`src/rtl/core/lrr_pkg.sv`:
```
// Shared types and constants for the line and rectangle rasterizer.
`default_nettype none

package lrr_pkg;

  localparam int COORD_BITS = 8;
  localparam int COLOR_BITS = 16;
  localparam int ERR_BITS   = COORD_BITS + 2;

  typedef logic [COORD_BITS-1:0]      coord_t;
  typedef logic [COLOR_BITS-1:0]      color_t;
  typedef logic signed [ERR_BITS-1:0] err_t;
  typedef logic [1:0]                 edge_idx_t;

  // Request codes carried on the func field.
  typedef enum logic [1:0] {
    FN_LINE = 2'd0,
    FN_RECT = 2'd1,
    FN_STEP = 2'd2
  } func_t;

  localparam edge_idx_t LAST_EDGE = 2'd3;

  // Corner slots of the stored rectangle.
  localparam int CRN_R0 = 0;
  localparam int CRN_C0 = 1;
  localparam int CRN_R1 = 2;
  localparam int CRN_C1 = 3;

  typedef struct packed {
    logic [1:0] func;
    coord_t     row0;
    coord_t     col0;
    coord_t     row1;
    coord_t     col1;
    color_t     pen_color;
  } req_t;

  typedef struct packed {
    coord_t cur_row;
    coord_t cur_col;
    coord_t end_row;
    coord_t end_col;
    logic   row_dir_neg;
    logic   col_dir_neg;
    coord_t span_row;
    coord_t span_col;
    err_t   err_acc;
  } line_t;

  typedef struct packed {
    line_t               line;
    color_t              held_color;
    logic                busy;
    logic                rect_mode;
    edge_idx_t           edge_index;
    logic [3:0][COORD_BITS-1:0] rect_corners;
  } st_t;

  typedef struct packed {
    logic   valid_res;
    coord_t pixel_row;
    coord_t pixel_col;
    color_t pixel_color;
    logic   last;
  } res_t;

endpackage

`default_nettype wire

```
`src/rtl/core/lrr_step.sv`:
```
// Combinational next-state and pixel logic for one rasterizer request.
`default_nettype none

module lrr_step (
  input  wire lrr_pkg::req_t req,
  input  wire lrr_pkg::st_t  cur,
  output lrr_pkg::st_t  nxt,
  output lrr_pkg::res_t res
);

  typedef struct packed {
    logic           ok;
    lrr_pkg::coord_t row;
    lrr_pkg::coord_t col;
    lrr_pkg::err_t   err;
  } adv_t;

  function automatic lrr_pkg::line_t load_line(lrr_pkg::coord_t r0, lrr_pkg::coord_t c0,
                                               lrr_pkg::coord_t r1, lrr_pkg::coord_t c1);
    lrr_pkg::line_t l;
    l.cur_row     = r0;
    l.cur_col     = c0;
    l.end_row     = r1;
    l.end_col     = c1;
    l.span_row    = (r0 > r1) ? r0 - r1 : r1 - r0;
    l.span_col    = (c0 > c1) ? c0 - c1 : c1 - c0;
    l.row_dir_neg = !(r0 < r1);
    l.col_dir_neg = !(c0 < c1);
    l.err_acc     = $signed({2'b00, l.span_row}) - $signed({2'b00, l.span_col});
    return l;
  endfunction

  // Edges in tracing order: left upward, top leftward, right downward, bottom rightward.
  function automatic lrr_pkg::line_t load_edge(logic [3:0][lrr_pkg::COORD_BITS-1:0] crn,
                                               lrr_pkg::edge_idx_t k);
    lrr_pkg::line_t l;
    case (k)
      2'd0:    l = load_line(crn[lrr_pkg::CRN_R1], crn[lrr_pkg::CRN_C0],
                             crn[lrr_pkg::CRN_R0], crn[lrr_pkg::CRN_C0]);
      2'd1:    l = load_line(crn[lrr_pkg::CRN_R0], crn[lrr_pkg::CRN_C1],
                             crn[lrr_pkg::CRN_R0], crn[lrr_pkg::CRN_C0]);
      2'd2:    l = load_line(crn[lrr_pkg::CRN_R0], crn[lrr_pkg::CRN_C1],
                             crn[lrr_pkg::CRN_R1], crn[lrr_pkg::CRN_C1]);
      default: l = load_line(crn[lrr_pkg::CRN_R1], crn[lrr_pkg::CRN_C0],
                             crn[lrr_pkg::CRN_R1], crn[lrr_pkg::CRN_C1]);
    endcase
    return l;
  endfunction

  // One Bresenham move; ok is low when the line ends instead.
  function automatic adv_t advance(lrr_pkg::line_t l);
    adv_t a;
    logic signed [lrr_pkg::ERR_BITS:0] e2;
    logic signed [lrr_pkg::ERR_BITS:0] dx;
    logic signed [lrr_pkg::ERR_BITS:0] dy;
    e2    = $signed({l.err_acc, 1'b0});
    dx    = $signed({3'b000, l.span_row});
    dy    = -$signed({3'b000, l.span_col});
    a.ok  = 1'b1;
    a.row = l.cur_row;
    a.col = l.cur_col;
    a.err = l.err_acc;
    if (l.cur_row == l.end_row && l.cur_col == l.end_col) begin
      a.ok = 1'b0;
    end else begin
      if (e2 >= dy) begin
        if (l.cur_row == l.end_row) begin
          a.ok = 1'b0;
        end else begin
          a.err = a.err - $signed({2'b00, l.span_col});
          a.row = l.row_dir_neg ? a.row - lrr_pkg::coord_t'(1) : a.row + lrr_pkg::coord_t'(1);
        end
      end
      if (a.ok && e2 <= dx) begin
        if (l.cur_col == l.end_col) begin
          a.ok = 1'b0;
        end else begin
          a.err = a.err + $signed({2'b00, l.span_row});
          a.col = l.col_dir_neg ? a.col - lrr_pkg::coord_t'(1) : a.col + lrr_pkg::coord_t'(1);
        end
      end
    end
    return a;
  endfunction

  adv_t step_adv;
  adv_t look_adv;
  logic do_emit;
  logic fin;

  always_comb begin
    nxt      = cur;
    do_emit  = 1'b0;
    step_adv = '0;
    case (lrr_pkg::func_t'(req.func))
      lrr_pkg::FN_LINE: begin
        nxt.held_color = req.pen_color;
        nxt.rect_mode  = 1'b0;
        nxt.edge_index = '0;
        nxt.busy       = 1'b1;
        nxt.line       = load_line(req.row0, req.col0, req.row1, req.col1);
        do_emit        = 1'b1;
      end
      lrr_pkg::FN_RECT: begin
        nxt.held_color                    = req.pen_color;
        nxt.rect_mode                     = 1'b1;
        nxt.edge_index                    = '0;
        nxt.busy                          = 1'b1;
        nxt.rect_corners[lrr_pkg::CRN_R0] = req.row0;
        nxt.rect_corners[lrr_pkg::CRN_C0] = req.col0;
        nxt.rect_corners[lrr_pkg::CRN_R1] = req.row1;
        nxt.rect_corners[lrr_pkg::CRN_C1] = req.col1;
        nxt.line    = load_edge(nxt.rect_corners, '0);
        do_emit     = 1'b1;
      end
      lrr_pkg::FN_STEP: begin
        if (cur.busy) begin
          step_adv = advance(cur.line);
          if (step_adv.ok) begin
            nxt.line.cur_row = step_adv.row;
            nxt.line.cur_col = step_adv.col;
            nxt.line.err_acc = step_adv.err;
          end else begin
            nxt.edge_index = cur.edge_index + lrr_pkg::edge_idx_t'(1);
            nxt.line       = load_edge(cur.rect_corners, nxt.edge_index);
          end
          do_emit = 1'b1;
        end
      end
      default: begin
      end
    endcase

    // Look one move ahead to flag the final pixel of the shape.
    look_adv = advance(nxt.line);
    fin = do_emit && !look_adv.ok &&
          !(nxt.rect_mode && nxt.edge_index != lrr_pkg::LAST_EDGE);
    if (fin) begin
      nxt.busy = 1'b0;
    end

    res = '0;
    if (do_emit) begin
      res.valid_res   = 1'b1;
      res.pixel_row   = nxt.line.cur_row;
      res.pixel_col   = nxt.line.cur_col;
      res.pixel_color = nxt.held_color;
      res.last        = fin;
    end
  end

endmodule

`default_nettype wire

```
`src/rtl/core/line_and_rectangle_rasterizer.sv`:
```
// Top level of the line and rectangle outline pixel generator.
// Structure: one request register and one result register around lrr_step; the result
// of an accepted request is registered in the result register, which drives out_.
// Throughput: one request per cycle while out_ready holds; while a result waits on out_,
// a request is taken only into an empty request register.
// Reset (rst_n low, synchronous) empties both registers and leaves the generator idle.
`default_nettype none

module line_and_rectangle_rasterizer (
  input  wire logic                       clk,
  input  wire logic                       rst_n,
  input  wire logic                       in_valid,
  output      logic                       in_ready,
  input  wire logic [1:0]                 in_func,
  input  wire logic [lrr_pkg::COORD_BITS-1:0] in_row0,
  input  wire logic [lrr_pkg::COORD_BITS-1:0] in_col0,
  input  wire logic [lrr_pkg::COORD_BITS-1:0] in_row1,
  input  wire logic [lrr_pkg::COORD_BITS-1:0] in_col1,
  input  wire logic [lrr_pkg::COLOR_BITS-1:0] in_pen_color,
  output      logic                       out_valid,
  input  wire logic                       out_ready,
  output      logic                       out_valid_res,
  output      logic [lrr_pkg::COORD_BITS-1:0] out_pixel_row,
  output      logic [lrr_pkg::COORD_BITS-1:0] out_pixel_col,
  output      logic [lrr_pkg::COLOR_BITS-1:0] out_pixel_color,
  output      logic                       out_last
);

  // The request register decouples the input side from a stalled output.
  // The shape state is updated at the same edge a request moves into the
  // result register, so the next request always sees the state its
  // predecessor left behind.
  logic          req_valid_r;
  lrr_pkg::req_t req_r;
  lrr_pkg::st_t  state_r;
  lrr_pkg::st_t  state_nxt;
  lrr_pkg::res_t res_nxt;
  logic          out_valid_r;
  lrr_pkg::res_t res_r;
  logic          fire;

  // A request is processed whenever the result register is empty or drains.
  assign fire     = req_valid_r && (!out_valid_r || out_ready);
  assign in_ready = !req_valid_r || fire;

  lrr_step u_step (
    .req (req_r),
    .cur (state_r),
    .nxt (state_nxt),
    .res (res_nxt)
  );

  always_ff @(posedge clk) begin
    if (!rst_n) begin
      req_valid_r <= 1'b0;
      out_valid_r <= 1'b0;
      state_r     <= '0;
    end else begin
      if (in_ready) begin
        req_valid_r <= in_valid;
      end
      if (fire) begin
        state_r     <= state_nxt;
        out_valid_r <= 1'b1;
      end else if (out_ready) begin
        out_valid_r <= 1'b0;
      end
    end
  end

  // Payload registers carry no reset.
  always_ff @(posedge clk) begin
    if (in_valid && in_ready) begin
      req_r.func      <= in_func;
      req_r.row0      <= in_row0;
      req_r.col0      <= in_col0;
      req_r.row1      <= in_row1;
      req_r.col1      <= in_col1;
      req_r.pen_color <= in_pen_color;
    end
    if (fire) begin
      res_r <= res_nxt;
    end
  end

  assign out_valid       = out_valid_r;
  assign out_valid_res   = res_r.valid_res;
  assign out_pixel_row   = res_r.pixel_row;
  assign out_pixel_col   = res_r.pixel_col;
  assign out_pixel_color = res_r.pixel_color;
  assign out_last        = res_r.last;

  // The generator only goes idle on the request that produced the last pixel.
  a_idle_on_last: assert property (@(posedge clk) disable iff (!rst_n)
    ($past(state_r.busy) && !state_r.busy) |-> (out_valid_r && res_r.last))
    else $error("generator went idle without a last pixel");

  // A last flag always comes with a pixel.
  a_last_has_pixel: assert property (@(posedge clk) disable iff (!rst_n)
    (out_valid_r && res_r.last) |-> res_r.valid_res)
    else $error("last flag on a result without a pixel");

  // Every start request yields a pixel and leaves a shape in progress or finished.
  a_start_emits: assert property (@(posedge clk) disable iff (!rst_n)
    (fire && (req_r.func == lrr_pkg::FN_LINE || req_r.func == lrr_pkg::FN_RECT))
      |=> (out_valid_r && res_r.valid_res && (state_r.busy || res_r.last)))
    else $error("start request did not emit a pixel");

endmodule

`default_nettype wire

```
`config.mk`:
```
export PLATFORM = sky130hd
export DESIGN_NAME = line_and_rectangle_rasterizer
export DESIGN_NICKNAME = d
export VERILOG_FILES = /design/src/rtl/core/lrr_pkg.sv /design/src/rtl/core/lrr_step.sv /design/src/rtl/core/line_and_rectangle_rasterizer.sv
export SDC_FILE = /design/constraint.sdc
export NUM_CORES = 1
export LEC_CHECK = 0
export ABC_AREA = 1
export BUFFER_PORTS_ARGS = -buffer_cell sky130_fd_sc_hd__buf_4
export CAP_MARGIN = 20
export CELL_PAD_IN_SITES_DETAIL_PLACEMENT = 0
export CELL_PAD_IN_SITES_GLOBAL_PLACEMENT = 2
export CORE_MARGIN = 3
export CORE_UTILIZATION = 36
export CTS_CLUSTER_DIAMETER = 120
export DETAILED_ROUTE_END_ITERATION = 10
export PLACE_DENSITY = 0.79
export SKIP_CTS_REPAIR_TIMING = 1
export SLEW_MARGIN = 0
export SYNTH_ARGS = -nofsm -noshare
export SYNTH_HDL_FRONTEND = slang
export SYNTH_SLANG_ARGS = --single-unit
```
`constraint.sdc`:
```
create_clock -name clk -period 7.4 [get_ports clk]
set_clock_uncertainty 0.05 [all_clocks]
set_input_delay 1.85 -clock clk [delete_from_list [all_inputs] [get_ports clk]]
set_output_delay 1.85 -clock clk [all_outputs]
set_load 0.02 [all_outputs]
```
Word level (Yosys, flattened, before mapping)
Cells that the tools add are included.
{"block": "totals", "elab_cells": 182, "input_bits": 54, "ff_bits": 198}
{"block": "classes", "n_lt_le_gt_ge": 23, "n_reduce_logical": 36, "eq_ne": 11, "n_mux": 52, "add_sub_neg": 30}
{"operator": "one-hot mux 60 bit (3 select lines)", "count": 2}
{"operator": "subtractor 8 bit", "count": 13}
{"operator": "< comparator 8 bit", "count": 12}
{"operator": "2-to-1 mux 8 bit", "count": 12}
{"operator": "2-to-1 mux 34 bit", "count": 2}
{"operator": "2-to-1 mux 10 bit", "count": 6}
{"operator": "2-to-1 mux 60 bit", "count": 1}
{"operator": "greater-than comparator 8 bit", "count": 7}
{"operator": "2-to-1 mux 9 bit", "count": 6}
{"operator": "subtractor 8 x 8 -> 9 bit", "count": 6}
{"operator": "2-to-1 mux 18 bit", "count": 2}
{"operator": "one-hot mux 18 bit (2 select lines)", "count": 1}
{"operator": "equality test 8 bit", "count": 4}
{"operator": "2-to-1 mux 26 bit", "count": 1}
{"operator": "adder 8 x 1 -> 8 bit, second input constant", "count": 3}
{"operator": "subtractor 8 x 1 -> 8 bit, second input constant", "count": 3}
{"operator": "greater-or-equal comparator 11 bit", "count": 2}
{"operator": "less-or-equal comparator 11 x 9 -> 1 bit", "count": 2}
{"operator": "negation 8 -> 11 bit", "count": 2}
{"operator": "logical NOT 1 bit", "count": 16}
{"operator": "2-to-1 mux 16 bit", "count": 1}
{"operator": "2-to-1 mux 1 bit", "count": 14}
{"operator": "adder 10 x 9 -> 10 bit", "count": 1}
{"operator": "subtractor 10 x 9 -> 10 bit", "count": 1}
{"operator": "other kinds (15)", "count": 32}

Longest topological paths before layout
{"block": "depth", "word_depth": 28, "depth_mapped": 47, "ltp_nobuf": 45}

Hierarchy
A second synthesis with hierarchy kept.
{"block": "unflattened", "cells_unflattened": 2973, "area_unflattened_um2": 19084.6}
{"module": "lrr_step", "area_per_inst_um2": 11512.3, "cells_each": 2142, "instances": 1, "seq_area_each_um2": 0.0}
{"module": "line_and_rectangle_rasterizer", "area_per_inst_um2": 7572.3, "cells_each": 831, "instances": 1, "seq_area_each_um2": 4804.6}

Worst setup path after synthesis
Ideal clock, no wire load.
{"block": "synth_timing", "path_type": "register to register", "from": "reg state_r[62] (netlist bit)", "to": "reg res_r, in the netlist out_last, data pin", "stages_incl_launch_ff": 38, "t_arrival_ps": 5208, "path_buffers": 2, "slack_ps": 1887, "path_cell_list": "dfxtp_1 > nor3_1 > nand4_1 > o21ai_0 > o21ai_0 > ha_1 > nand2_1 > nor2_1 > nand3_1 > nand3_1 > nand2_1 > nand2_2 > nand2_1 > buf_2 > buf_2 > nor2_1 > a21oi_1 > inv_1 > [2 not listed] > fa_1 > o21ai_0 > a21oi_1 > nor2_1 > nor2_1 > xor2_1 > o211ai_1 > nand3_1 > a22oi_1 > ha_1 > nand4_1 > o221ai_1 > a21oi_1 > xnor2_1 > nand2_1 > nand3_1 > nand2_1 > and3_1"}
{"item": "from (decl)", "line": "line_and_rectangle_rasterizer.sv:35", "source": "lrr_pkg::st_t state_r;"}
{"item": "from (signal assigned)", "line": "line_and_rectangle_rasterizer.sv:63", "source": "state_r <= state_nxt;"}
{"item": "to (signal assigned)", "line": "line_and_rectangle_rasterizer.sv:82", "source": "res_r <= res_nxt;"}
{"item": "to (decl)", "line": "line_and_rectangle_rasterizer.sv:39", "source": "lrr_pkg::res_t res_r;"}

==> results.ini <==
[place]
io_buffers = 89
pre_cts_ws_ps = 841.3
place_area_um2 = 18670
gp_congestion = 0.9575
dp_hpwl_mm = 55.67

[setup_path]
r2r-start = state_r[63]
crit_required_ps = 7600
worstSetupPathType = flip-flop to flip-flop
cpMostUsedCell = nand2_1
max_stage_delay_ps = 460
end_kind = flip-flop
worstPathMaxFanout = 16
arrival_ps = 6660
startpoint = state_r[63]
r2r_slack_ps = 940
worstReg2RegEnd = out_last
rr_worst_depth = 38
cp_slowest_cell = o21ai_0
cp-start-kind = flip-flop

[detailed_routing]
wire_per_inst_um = 22.33
drc = 0
dr.pass1.iters = 6
drt-vias-per-instance = 5.579
wl_mm = 71.27
dr_total_vias = 17807
drtIter0Drc = 1130
drtAntennaViolNets = 0

[logic_synthesis]
syn-instance-count = 2546
synth_top_area_share = 0.1433
synth_seq_cells = 198
synth_area_um2 = 17610
yosysUniqueCellTypes = 67
yosys_warnings = 0
yosysTopAreaCell = edfxtp_1
async_reset_ff_frac = 0
synth_edf_count = 84
synth_top_flop_cell = dfxtp_1
synth.area.top_cells = edfxtp_1 14%, nand2_1 14%, dfxtp_1 13%
synth_area_per_cell_um2 = 6.916
seq_area_frac_synth = 0.2729
synth_nets = 2754

[die]
placementRows = 80
dieWidth_um = 227.2
boundaryPins = 90
core_um2 = 48050
fp.dieH_um = 227.2
dieArea_um2 = 51600
initial_utilization = 0.3665

[clock_tree]
numCtsBuffers = 17
h-tree-depth = 4
cts.path.max_buffers = 2
cts_tree = built
clk_pin_slew_ps = 90
worst_skew_pair.late_latency_ps = 500
cts.sinks = 198
clockRootBuffer = clkbuf_16

[hold_path]
worstHoldStart = state_r[34]
worstHoldEndpoint = state_r[34]
hold_class = flip-flop to flip-flop
min_path_cells = 2

[timing]
slew_violations = 0
fin_ws_ps = 939.1
setup_viol = 0
tightestPinTransition_ps = 1023
hold_viol = 0
rsz0062_at_grt = no
tns_ps = 0
min_period_ps = 6461
fin_crit_sh = 0.8731
slew-limit-headroom = 0.3182
timing.hold.ws_ps = 426.5
max_freq_ghz = 0.1548

[run_status]
status = completed

[cells_and_area]
register_area_um2 = 4805
multi_input_area_um2 = 10890
n_fill_cell = 5137
layout-drive-gt1-share = 0.08967
layout.nets = 2771
final_cell_mix = 647 x nand2_1, 337 x inv_1, 170 x o21ai_0, 166 x a21oi_1, 151 x nand3_1
stdcell_area_um2 = 19310
area_growth_syn_to_layout_pct = 9.700
layout_commonest_cell = nand2_1

[power_and_ir_drop]
powerDensity_nw_per_um2 = 218.9
power_leakage_nw = 9.211
ir_drop_uv = 172.3

[global_route]
track_usage = 0.2780
antenna_found_initial = 3
first_global_vias = 17126
grt_overflow = 0
grt_pass1_wl_mm = 107.0
grt_max_degree = 81

[job]
maxCapViolations = 0

==> through the flow <==
stage | power (mW) | utilization | instances
finish | 4.227 | 0.4020 | 3192
global route | 4.531 | 0.4020 | 3191
CTS | 4.241 | 0.4015 | 3190
detailed placement | 3.231 | 0.3887 | 3158
global placement | 3.236 | 0.3887 | 3158
floorplan | 2.647 | - | 2546
==> cell usage after synthesis, types with 6 or more instances <==
cell       number
a211oi_1       23
a21oi_1       166
a221oi_1       13
a22oi_1         6
a31oi_1        11
a32oi_1        17
buf_1           9
buf_2          25
buf_6          11
clkbuf_1       66
dfxtp_1       114
edfxtp_1       84
fa_1           13
ha_1          141
inv_1         339
inv_2          18
mux2i_1        19
nand2_1       650
nand2_2        19
nand3_1       151
nand4_1        52
nor2_1        135
nor2_2         11
nor3_1         11
o2111ai_1       6
o211ai_1       22
o21ai_0       170
o21ai_1        14
o21ai_2         7
o221ai_1       53
o22ai_1        39
xnor2_1        19
xor2_1         44
==> report_power, final <==
group | switching, mW | internal (mW) | leakage [nW]
sequential | 0.0841 | 1.21 | 1.75
clock | 0.530 | 0.465 | 0.302
combinational | 1.33 | 0.610 | 7.16
==> worst max path at each step <==
stage,to,depth (start not counted)
2_1_floorplan,out_last,37
3_3_place_gp,out_last,39
3_5_place_dp,out_last,35
4_1_cts,out_last,36
5_1_grt,out_last,36
6_report,out_last,38
==> area by class of cell <==
cell class,count,area share
timing repair buffer,114,0.04496
tap,615,0.03984
clock inverter,15,0.009846
antenna,1,0.0001296
inverter,361,0.07041
multi-input combinational,1871,0.5640
sequential,198,0.2488
clock buffer,17,0.02202
==> registers in the layout, indices dropped and copies added, names as in the netlist, named ones only <==
register,cells
out_valid_res,1
req_r,50
out_valid,1
out_last,1
out_pixel_col,8
out_pixel_row,8
req_valid_r,1
state_r,111
out_pixel_color,16
==> critical path: cells and delay by family (launching register included) <==
kind	cells	cell delay, ps
and+or+nand+nor	19	2200
DFF	1	330
adders and majority gates	5	1330
buffers and inverters	4	340
xor gates and xnor gates	3	420
AOI/OAI and AO/OA	7	1540
==> layer usage <==
| layer | vias up | wire (um) | global-route usage |
|---|---|---|---|
| met5 | - | 0 | 0 |
| met4 | 0 | 3129 | 0.1225 |
| met3 | 123 | 3898 | 0.04642 |
| met2 | 569 | 33360 | 0.4674 |
| met1 | 8441 | 30880 | 0.3520 |
| li1 | 8674 | - | - |
==> logic make-up after synthesis <==
kind of cell | share of synthesized area
xor+xnor | 0.03134
fa+ha+maj | 0.1150
buf+inv | 0.1092
simple gates | 0.2577
flops | 0.2729
mux | 0.01080
compound gates | 0.2031
Note: power is estimated with default switching activity, not from simulation.
